$ cat src/tpss_pkg.sv
`timescale 1ns / 1ps
// ----------------------------------------------------------------------------
// tpss_pkg
// Shared types and constants for the throttled priority send scheduler.
// ----------------------------------------------------------------------------
package tpss_pkg;

  // Channel count and derived widths.
  localparam int unsigned NumChannels = 4;
  localparam int unsigned ChanWidth   = $clog2(NumChannels);
  localparam int unsigned ChartChan   = 2;

  // Field widths.
  localparam int unsigned TimeWidth     = 32;
  localparam int unsigned IntervalWidth = 16;
  localparam int unsigned SizeWidth     = 16;
  localparam int unsigned PrioWidth     = 8;
  localparam int unsigned MulWidth      = 8;
  localparam int unsigned CfgIdxWidth   = 4;
  localparam int unsigned CfgDataWidth  = 32;

  // Multiplier used when the configured one is zero.
  localparam logic [MulWidth-1:0] DefaultMul = MulWidth'(2);

  // Configuration register indexes.
  typedef enum logic [CfgIdxWidth-1:0] {
    RegStateInterval   = 4'd0,
    RegMetricsInterval = 4'd1,
    RegChartInterval   = 4'd2,
    RegSummaryInterval = 4'd3,
    RegPriorities      = 4'd4,
    RegLargePayload    = 4'd5,
    RegThrottleMul     = 4'd6,
    RegCleanupPeriod   = 4'd7
  } cfg_reg_e;

  // One scheduler tick request.
  typedef struct packed {
    logic [TimeWidth-1:0]   now_ms;
    logic [NumChannels-1:0] dirty_mask;
    logic [SizeWidth-1:0]   chart_payload_bytes;
  } in_item_t;

  // One scheduler result.
  typedef struct packed {
    logic                 send_valid;
    logic [ChanWidth-1:0] send_channel;
    logic                 cleanup_due;
  } out_item_t;

  // Current register settings.
  typedef struct packed {
    logic [NumChannels-1:0][IntervalWidth-1:0] interval;
    logic [NumChannels-1:0][PrioWidth-1:0]     prio;
    logic [SizeWidth-1:0]                      large_bytes;
    logic [MulWidth-1:0]                       mul;
    logic [IntervalWidth-1:0]                  cleanup_period;
  } cfg_t;

  // Decision of the channel picker.
  typedef struct packed {
    logic                 found;
    logic [ChanWidth-1:0] chan;
  } pick_t;

endpackage

$ cat src/throttled_priority_send_scheduler_top.sv
`timescale 1ns / 1ps
// ----------------------------------------------------------------------------
// throttled_priority_send_scheduler_top
// Rate-limited fixed-priority scheduler over four send channels.
// ----------------------------------------------------------------------------
// Usage:
// Each request on the input channel is one scheduler tick carrying the time,
// new dirty bits and the chart payload size. Every tick yields exactly one
// result on the output channel: the channel sent, if any, and the cleanup
// pulse. Registers are written through the configuration channel, which is
// always ready; write them only while no tick is in flight.
// A request that is taken is held in the input register, decided from there
// and registered in the result register, which presents it on the output.
// Throughput is one tick per cycle while the receiver keeps up; the decision
// path (five 32-bit elapsed time compares, one 16x8 multiply and a four-way
// priority scan) sits between the input register and the result register.
// When the receiver stalls, the result is held and the input register still
// takes one more request; further requests wait until the result leaves.
// Reset clears pending flags, send and cleanup timestamps, the last chart
// size and both pipeline valids, and loads the register defaults.
// ----------------------------------------------------------------------------
module throttled_priority_send_scheduler_top (
  input  logic                              clk_i,
  input  logic                              rst_ni,
  input  logic                              in_valid_i,
  output logic                              in_ready_o,
  input  tpss_pkg::in_item_t                in_item_i,
  output logic                              out_valid_o,
  input  logic                              out_ready_i,
  output tpss_pkg::out_item_t               out_item_o,
  input  logic                              cfg_valid_i,
  output logic                              cfg_ready_o,
  input  logic [tpss_pkg::CfgIdxWidth-1:0]  cfg_index_i,
  input  logic [tpss_pkg::CfgDataWidth-1:0] cfg_data_i
);

  tpss_pkg::cfg_t     cfg;
  tpss_pkg::pick_t    pick;
  tpss_pkg::in_item_t in_q;
  logic               in_valid_q;
  logic               advance;

  tpss_pkg::out_item_t out_q, out_d;
  logic                out_valid_q;

  logic [tpss_pkg::NumChannels-1:0]                          pending_q, pending_d;
  logic [tpss_pkg::NumChannels-1:0]                          merged;
  logic [tpss_pkg::NumChannels-1:0][tpss_pkg::TimeWidth-1:0] last_send_q, last_send_d;
  logic [tpss_pkg::SizeWidth-1:0]                            chart_size_q, chart_size_d;
  logic [tpss_pkg::TimeWidth-1:0]                            cleanup_time_q, cleanup_time_d;
  logic                                                      cleanup;

  assign cfg_ready_o = 1'b1;

  tpss_cfg_regs u_cfg_regs (
    .clk_i       (clk_i),
    .rst_ni      (rst_ni),
    .cfg_valid_i (cfg_valid_i),
    .cfg_index_i (cfg_index_i),
    .cfg_data_i  (cfg_data_i),
    .cfg_o       (cfg)
  );

  // Handshake: the decision stage moves whenever the result slot is free.
  assign advance    = in_valid_q && (!out_valid_q || out_ready_i);
  assign in_ready_o = !in_valid_q || advance;

  // Fold the new dirty bits into the pending flags before choosing.
  assign merged = pending_q | in_q.dirty_mask;

  tpss_picker u_picker (
    .cfg_i             (cfg),
    .now_i             (in_q.now_ms),
    .pending_i         (merged),
    .last_send_i       (last_send_q),
    .last_chart_size_i (chart_size_q),
    .pick_o            (pick)
  );

  // Cleanup timer on its own wrap-safe elapsed time.
  assign cleanup = (in_q.now_ms - cleanup_time_q) >=
                   {{(tpss_pkg::TimeWidth-tpss_pkg::IntervalWidth){1'b0}},
                    cfg.cleanup_period};

  // Next state and result for the tick in the decision stage.
  always_comb begin
    pending_d      = pending_q;
    last_send_d    = last_send_q;
    chart_size_d   = chart_size_q;
    cleanup_time_d = cleanup_time_q;
    out_d          = out_q;
    if (advance) begin
      pending_d = merged;
      if (pick.found) begin
        pending_d[pick.chan]   = 1'b0;
        last_send_d[pick.chan] = in_q.now_ms;
        if (pick.chan == tpss_pkg::ChanWidth'(tpss_pkg::ChartChan)) begin
          chart_size_d = in_q.chart_payload_bytes;
        end
      end
      if (cleanup) begin
        cleanup_time_d = in_q.now_ms;
      end
      out_d.send_valid   = pick.found;
      out_d.send_channel = pick.found ? pick.chan : '0;
      out_d.cleanup_due  = cleanup;
    end
  end

  // Control and scheduler state.
  always_ff @(posedge clk_i or negedge rst_ni) begin
    if (!rst_ni) begin
      in_valid_q     <= 1'b0;
      out_valid_q    <= 1'b0;
      pending_q      <= '0;
      last_send_q    <= '0;
      chart_size_q   <= '0;
      cleanup_time_q <= '0;
    end else begin
      if (in_ready_o) begin
        in_valid_q <= in_valid_i;
      end
      if (advance) begin
        out_valid_q <= 1'b1;
      end else if (out_ready_i) begin
        out_valid_q <= 1'b0;
      end
      pending_q      <= pending_d;
      last_send_q    <= last_send_d;
      chart_size_q   <= chart_size_d;
      cleanup_time_q <= cleanup_time_d;
    end
  end

  // Payload registers.
  always_ff @(posedge clk_i) begin
    if (in_valid_i && in_ready_o) begin
      in_q <= in_item_i;
    end
    out_q <= out_d;
  end

  assign out_valid_o = out_valid_q;
  assign out_item_o  = out_q;

endmodule

$ cat src/tpss_cfg_regs.sv
`timescale 1ns / 1ps
// ----------------------------------------------------------------------------
// tpss_cfg_regs
// Configuration register file with reset defaults and index decoding.
// ----------------------------------------------------------------------------
module tpss_cfg_regs (
  input  logic                                 clk_i,
  input  logic                                 rst_ni,
  input  logic                                 cfg_valid_i,
  input  logic [tpss_pkg::CfgIdxWidth-1:0]     cfg_index_i,
  input  logic [tpss_pkg::CfgDataWidth-1:0]    cfg_data_i,
  output tpss_pkg::cfg_t                       cfg_o
);

  tpss_pkg::cfg_t cfg_q, cfg_d;

  // Decode a write; unknown indexes leave every register unchanged.
  always_comb begin
    cfg_d = cfg_q;
    if (cfg_valid_i) begin
      unique case (cfg_index_i)
        tpss_pkg::RegStateInterval:
          cfg_d.interval[0] = cfg_data_i[tpss_pkg::IntervalWidth-1:0];
        tpss_pkg::RegMetricsInterval:
          cfg_d.interval[1] = cfg_data_i[tpss_pkg::IntervalWidth-1:0];
        tpss_pkg::RegChartInterval:
          cfg_d.interval[2] = cfg_data_i[tpss_pkg::IntervalWidth-1:0];
        tpss_pkg::RegSummaryInterval:
          cfg_d.interval[3] = cfg_data_i[tpss_pkg::IntervalWidth-1:0];
        tpss_pkg::RegPriorities:
          cfg_d.prio = cfg_data_i;
        tpss_pkg::RegLargePayload:
          cfg_d.large_bytes = cfg_data_i[tpss_pkg::SizeWidth-1:0];
        tpss_pkg::RegThrottleMul:
          cfg_d.mul = cfg_data_i[tpss_pkg::MulWidth-1:0];
        tpss_pkg::RegCleanupPeriod:
          cfg_d.cleanup_period = cfg_data_i[tpss_pkg::IntervalWidth-1:0];
        default: ;
      endcase
    end
  end

  // Registers with their power-on defaults.
  always_ff @(posedge clk_i or negedge rst_ni) begin
    if (!rst_ni) begin
      cfg_q.interval[0]    <= 16'd500;
      cfg_q.interval[1]    <= 16'd1000;
      cfg_q.interval[2]    <= 16'd2000;
      cfg_q.interval[3]    <= 16'd5000;
      cfg_q.prio           <= '0;
      cfg_q.large_bytes    <= 16'd4096;
      cfg_q.mul            <= 8'd2;
      cfg_q.cleanup_period <= 16'd2000;
    end else begin
      cfg_q <= cfg_d;
    end
  end

  assign cfg_o = cfg_q;

endmodule

$ cat src/tpss_picker.sv
`timescale 1ns / 1ps
// ----------------------------------------------------------------------------
// tpss_picker
// Eligibility check and fixed-priority selection over the send channels.
// ----------------------------------------------------------------------------
module tpss_picker (
  input  tpss_pkg::cfg_t                                            cfg_i,
  input  logic [tpss_pkg::TimeWidth-1:0]                            now_i,
  input  logic [tpss_pkg::NumChannels-1:0]                          pending_i,
  input  logic [tpss_pkg::NumChannels-1:0][tpss_pkg::TimeWidth-1:0] last_send_i,
  input  logic [tpss_pkg::SizeWidth-1:0]                            last_chart_size_i,
  output tpss_pkg::pick_t                                           pick_o
);

  logic [tpss_pkg::MulWidth-1:0]                                  mul;
  logic [tpss_pkg::IntervalWidth+tpss_pkg::MulWidth-1:0]          stretched;
  logic [tpss_pkg::NumChannels-1:0][tpss_pkg::IntervalWidth-1:0] itv;
  logic [tpss_pkg::NumChannels-1:0]                               eligible;
  logic [tpss_pkg::PrioWidth-1:0]                                 best_prio;

  // The chart interval is stretched while the last chart payload was large.
  assign mul       = (cfg_i.mul != '0) ? cfg_i.mul : tpss_pkg::DefaultMul;
  assign stretched = cfg_i.interval[tpss_pkg::ChartChan] * mul;

  always_comb begin
    itv = cfg_i.interval;
    if (last_chart_size_i >= cfg_i.large_bytes) begin
      itv[tpss_pkg::ChartChan] = stretched[tpss_pkg::IntervalWidth-1:0];
    end
  end

  // A pending channel is eligible once its wrap-safe elapsed time reaches its interval.
  always_comb begin
    for (int i = 0; i < tpss_pkg::NumChannels; i++) begin
      eligible[i] = pending_i[i] &&
                    ((now_i - last_send_i[i]) >=
                     {{(tpss_pkg::TimeWidth-tpss_pkg::IntervalWidth){1'b0}}, itv[i]});
    end
  end

  // Smallest priority wins; scanning upward keeps the lower index on a tie.
  always_comb begin
    pick_o    = '0;
    best_prio = '0;
    for (int i = 0; i < tpss_pkg::NumChannels; i++) begin
      if (eligible[i] && (!pick_o.found || (cfg_i.prio[i] < best_prio))) begin
        pick_o.found = 1'b1;
        pick_o.chan  = tpss_pkg::ChanWidth'(i);
        best_prio    = cfg_i.prio[i];
      end
    end
  end

endmodule

$ cat config.mk
export PLATFORM = sky130hd
export DESIGN_NAME = throttled_priority_send_scheduler_top
export DESIGN_NICKNAME = d
export VERILOG_FILES = /design/src/tpss_pkg.sv /design/src/throttled_priority_send_scheduler_top.sv /design/src/tpss_cfg_regs.sv /design/src/tpss_picker.sv
export SDC_FILE = /design/constraint.sdc
export NUM_CORES = 1
export LEC_CHECK = 0
export BUFFER_PORTS_ARGS = -buffer_cell sky130_fd_sc_hd__buf_2
export CORE_UTILIZATION = 35
export DETAILED_ROUTE_END_ITERATION = 10
export SETUP_SLACK_MARGIN = 0.4
export SYNTH_ARGS = -nofsm -noshare
export SYNTH_HDL_FRONTEND = slang
export SYNTH_SLANG_ARGS = --single-unit
$ cat constraint.sdc
create_clock -name clk_i -period 8.7 [get_ports clk_i]
set_input_delay 0.87 -clock clk_i [delete_from_list [all_inputs] [get_ports clk_i]]
set_output_delay 0.87 -clock clk_i [all_outputs]
set_load 0.03 [all_outputs]
==> results.md <==
- Outcome: complete, but fails checks
- Failing checks: setup timing
- Cell Rows: 104
- Post-DR wirelength/cell: 19.1 microns
- Main flop type after synthesis: dfrtp_1
- Sequential share of power: 19.0%
- Sequential share of the synthesized area: 33.6%
- CTS tree: done
- Min Tclk post-route: 9150 ps
- Post-DRT Antenna Nets: 0
- Clock latency on the worst-skew pair: 610 ps
- Clk buf depth: 3
- Vias: 23,162
- Die area: 0.0835 sq mm
- Reg clk slew, reported paths: 60 ps
- DIE WIDTH: 289 microns
- Depth of the CTS H-tree: 2
- Fillcell total: 7,767
- Overall Global Routing Usage: 19.7%
- Root buf cell: clkbuf_16
- Final cell count without fillers: 4,401
- 1st-iter DRT viols: 1,224
- Total wire length: 83,900 microns
- Global-route wire length before repair: 129,000 microns
- Share of synthesized registers carrying an async set or reset: 85.0%
- Register bit total from synthesis: 374
- Setup Skew: 29.7 ps
- CP Launch Type: flop
- Final worst-path cycle share: 105%
- Final Hold Viols: 0
- Yosys top cell area share: 24.9%
- Area of the mapped netlist: 0.0288 sq mm
- Register area: 0.00968 sq mm
- Most common cell in the synthesized netlist: inv_1
- Buffers on Ports: 98
- Dpl cells: 4,249
- Cell accounting for the most synthesized area: dfrtp_1
- Cts hold-fix bufs: 0
- Largest net degree at the start of global routing: 171
- Crit. End Element: flop
- Worst-margin pin slew: 1040 ps
- Lkg Pwr: 0.0163 uW
- Syn_area_per_cell: 9.65 sq um
- Remaining Overflow, GRT: 0
- CP required: 9180 ps
- Switching Share: 41.9%
- Max Cap Viol: 0
- Top cells by area, synth: dfrtp_1, ha_1, mux2_2
- Die H: 289 microns
- Placed Instance Area: 0.0320 sq mm
- Clk pwr share: 14.9%
- Nets: 3,760
- Area of the multi-input gates: 0.0183 sq mm
- Hpwl dp: 59,700 microns
- DP Worst Slack: -970 ps
- Total Power: 14,100 uW
- Number of enable flip-flop cells after synthesis: 56
- Initial Utilization: 35.6%
- Setup CP Type: reg2reg
- Post-route cell area: 0.0353 sq mm
- Sum Neg Setup Slack: -48,730 ps
- Initial antenna violation count: 2
- Mapped Cells: 2,985
- Worst setup margin: -449 ps
- Min-Delay Path Class: in2async
- Fmax: 0.109 GHz
- Final Wtd Congestion: 0.945
- Worst EP arrival: 9630 ps
- Maximum fanout along the worst path: 9
- Post-DR vias/cell: 5.26
- Vias in the first global route: 23,066
- CP dominant cell by count: fa_1
- Max_slew headroom: 30.8%
- Fin. max-slew vios: 0
- Share of cells above drive strength 1: 25.4%
- Netlist cell types: 97
- DR DRC count: 0
- Pre-antenna DRT Iters: 5
- Worst VDD drop: 0.230 mV
- Critical path's largest stage delay: 540 ps
- Syn_nets: 3,439
- ANT cells: 0
- Logic pwr share: 66.2%
- Ys Warns: 0
- Total CTS buffers: 43
- Most frequent cells after synthesis: inv_1, ha_1, dfrtp_1
- Power density cells: 400 mW/mm^2
- CTS Sinks: 374
- NetSw: 5930 uW
- Final setup vio count: 147
- IO Count: 100
- CP max-delay cell: fa_1
- Pint: 8210 uW
- Area growth syn-to-layout: 22.5%
- RSZ-0062 raised after global routing: true
- Core Area: 0.0809 sq mm
-- final cells by class --
type / count / share of cell area [%]
well taps: 1060 / 3.76
multi-input cells: 2167 / 51.9
flip-flops and latches: 374 / 27.4
inverters: 352 / 3.75
clock inverters: 26 / 1.16
repair buffers: 368 / 8.53
clock buffers: 54 / 3.52
-- layer usage --
layer,GRT usage (%),up-vias,part of all wire (%)
met5,0,-,0
met4,6.41,0,3.4
met3,1.91,151,3.6
met2,33.6,471,48
met1,26.1,11337,45
li1,-,11203,-
-- power by group through the flow --
| stage | sequential (uW) | clock, uW | combinational, uW |
|---|---|---|---|
| 6_report | 2690 | 2100 | 9350 |
| 3_5_place_dp | 2690 | 0 | 8270 |
| 5_1_grt | 2750 | 2210 | 10400 |
| 2_1_floorplan | 2610 | 0 | 6130 |
| 3_3_place_gp | 2690 | 0 | 8150 |
| 4_1_cts | 2670 | 2140 | 8780 |
-- placed cells by master (no fill, tap or decap), types with 14 or more instances in the layout --
cell type and instances:
inv_1 343, dfrtp_1 286, ha_1 280, buf_4 227
nand2_1 189, o21ai_0 164, a21oi_1 161, mux2_2 133
nor2_1 120, mux2_4 101, buf_2 97, a21o_1 94
xnor2_1 83, nand3_1 63, fa_1 62, and2_1 59
clkbuf_16 56, edfxtp_1 56, o21a_1 39, nand2b_1 38
nor2b_1 37, nor3_1 35, xor2_1 34, nand4_1 31
dfstp_2 31, mux2i_1 26, o211ai_1 25, a21oi_2 21
nor4_1 20, o21bai_1 19, a211oi_1 19, o22ai_1 16
ha_4 15, buf_6 15, and3_1 14, a31oi_1 14
-- worst max-delay path: cells and delay by family, from the launching register on --
kind	cells	cell delay, ps
mux	2	460
flops	1	450
simple gates	8	1210
xor+xnor	1	160
fa+ha+maj	7	2920
compound gates	14	2650
buf+inv	9	1120
-- state kept, by name, indices dropped and copies added (netlist names) --
name              cells
out_item_o            4
pending_q             4
out_valid_o           1
last_send_q         128
cleanup_time_q       32
u_cfg_regs.cfg_o    136
in_q                 52
in_valid_q            1
chart_size_q         16
-- cells by family (layout without fill, tap and decap cells) --
kind of cell	count (synthesis)	in the layout	share of synthesized area [%]
AND/OR/NAND/NOR	687	687	12.0
multiplexers	261	261	10.4
adder cells (fa/ha/maj)	361	361	17.4
other	1	1	0.0130
flip-flops	374	374	33.6
AO/OA/AOI/OAI	738	739	16.9
XOR/XNOR	118	118	3.59
buffers and inverters	445	800	6.07
-- what timing repair did --
action                                  in CTS  in global routing
pin swaps                                   66                 33
gates cloned                                 6                 12
endpoints found under the setup margin     150                150
buffers inserted                            38                 16
gates resized for setup                     74                101
-- per-stage QoR --
step                      hold slack, ps  utilization (%)
after floorplan                      454                -
after global placement               466             39.6
after detailed placement             464             39.6
after CTS                            340             42.5
after global routing                 379             43.6
final                                314             43.6
-- path summary, 6_finish.rpt --
check / startpoint / to / slack, ps / cells after the start
worst min-delay path: rst_ni / last_send_q[91] / 310 / 1
worst max-delay path: u_cfg_regs.cfg_o[18] / last_send_q[25] / -450 / 41
worst max register to register: u_cfg_regs.cfg_o[18] / last_send_q[25] / -450 / 41
worst min register to register: in_q[7] / chart_size_q[7] / 480 / 1
max in group asynchronous: rst_ni / u_cfg_regs.cfg_o[67] / 6900 / 2
min in group clk_i: in_item_i[21] / in_q[21] / 440 / 1
Power figures use the tool's default switching activity.
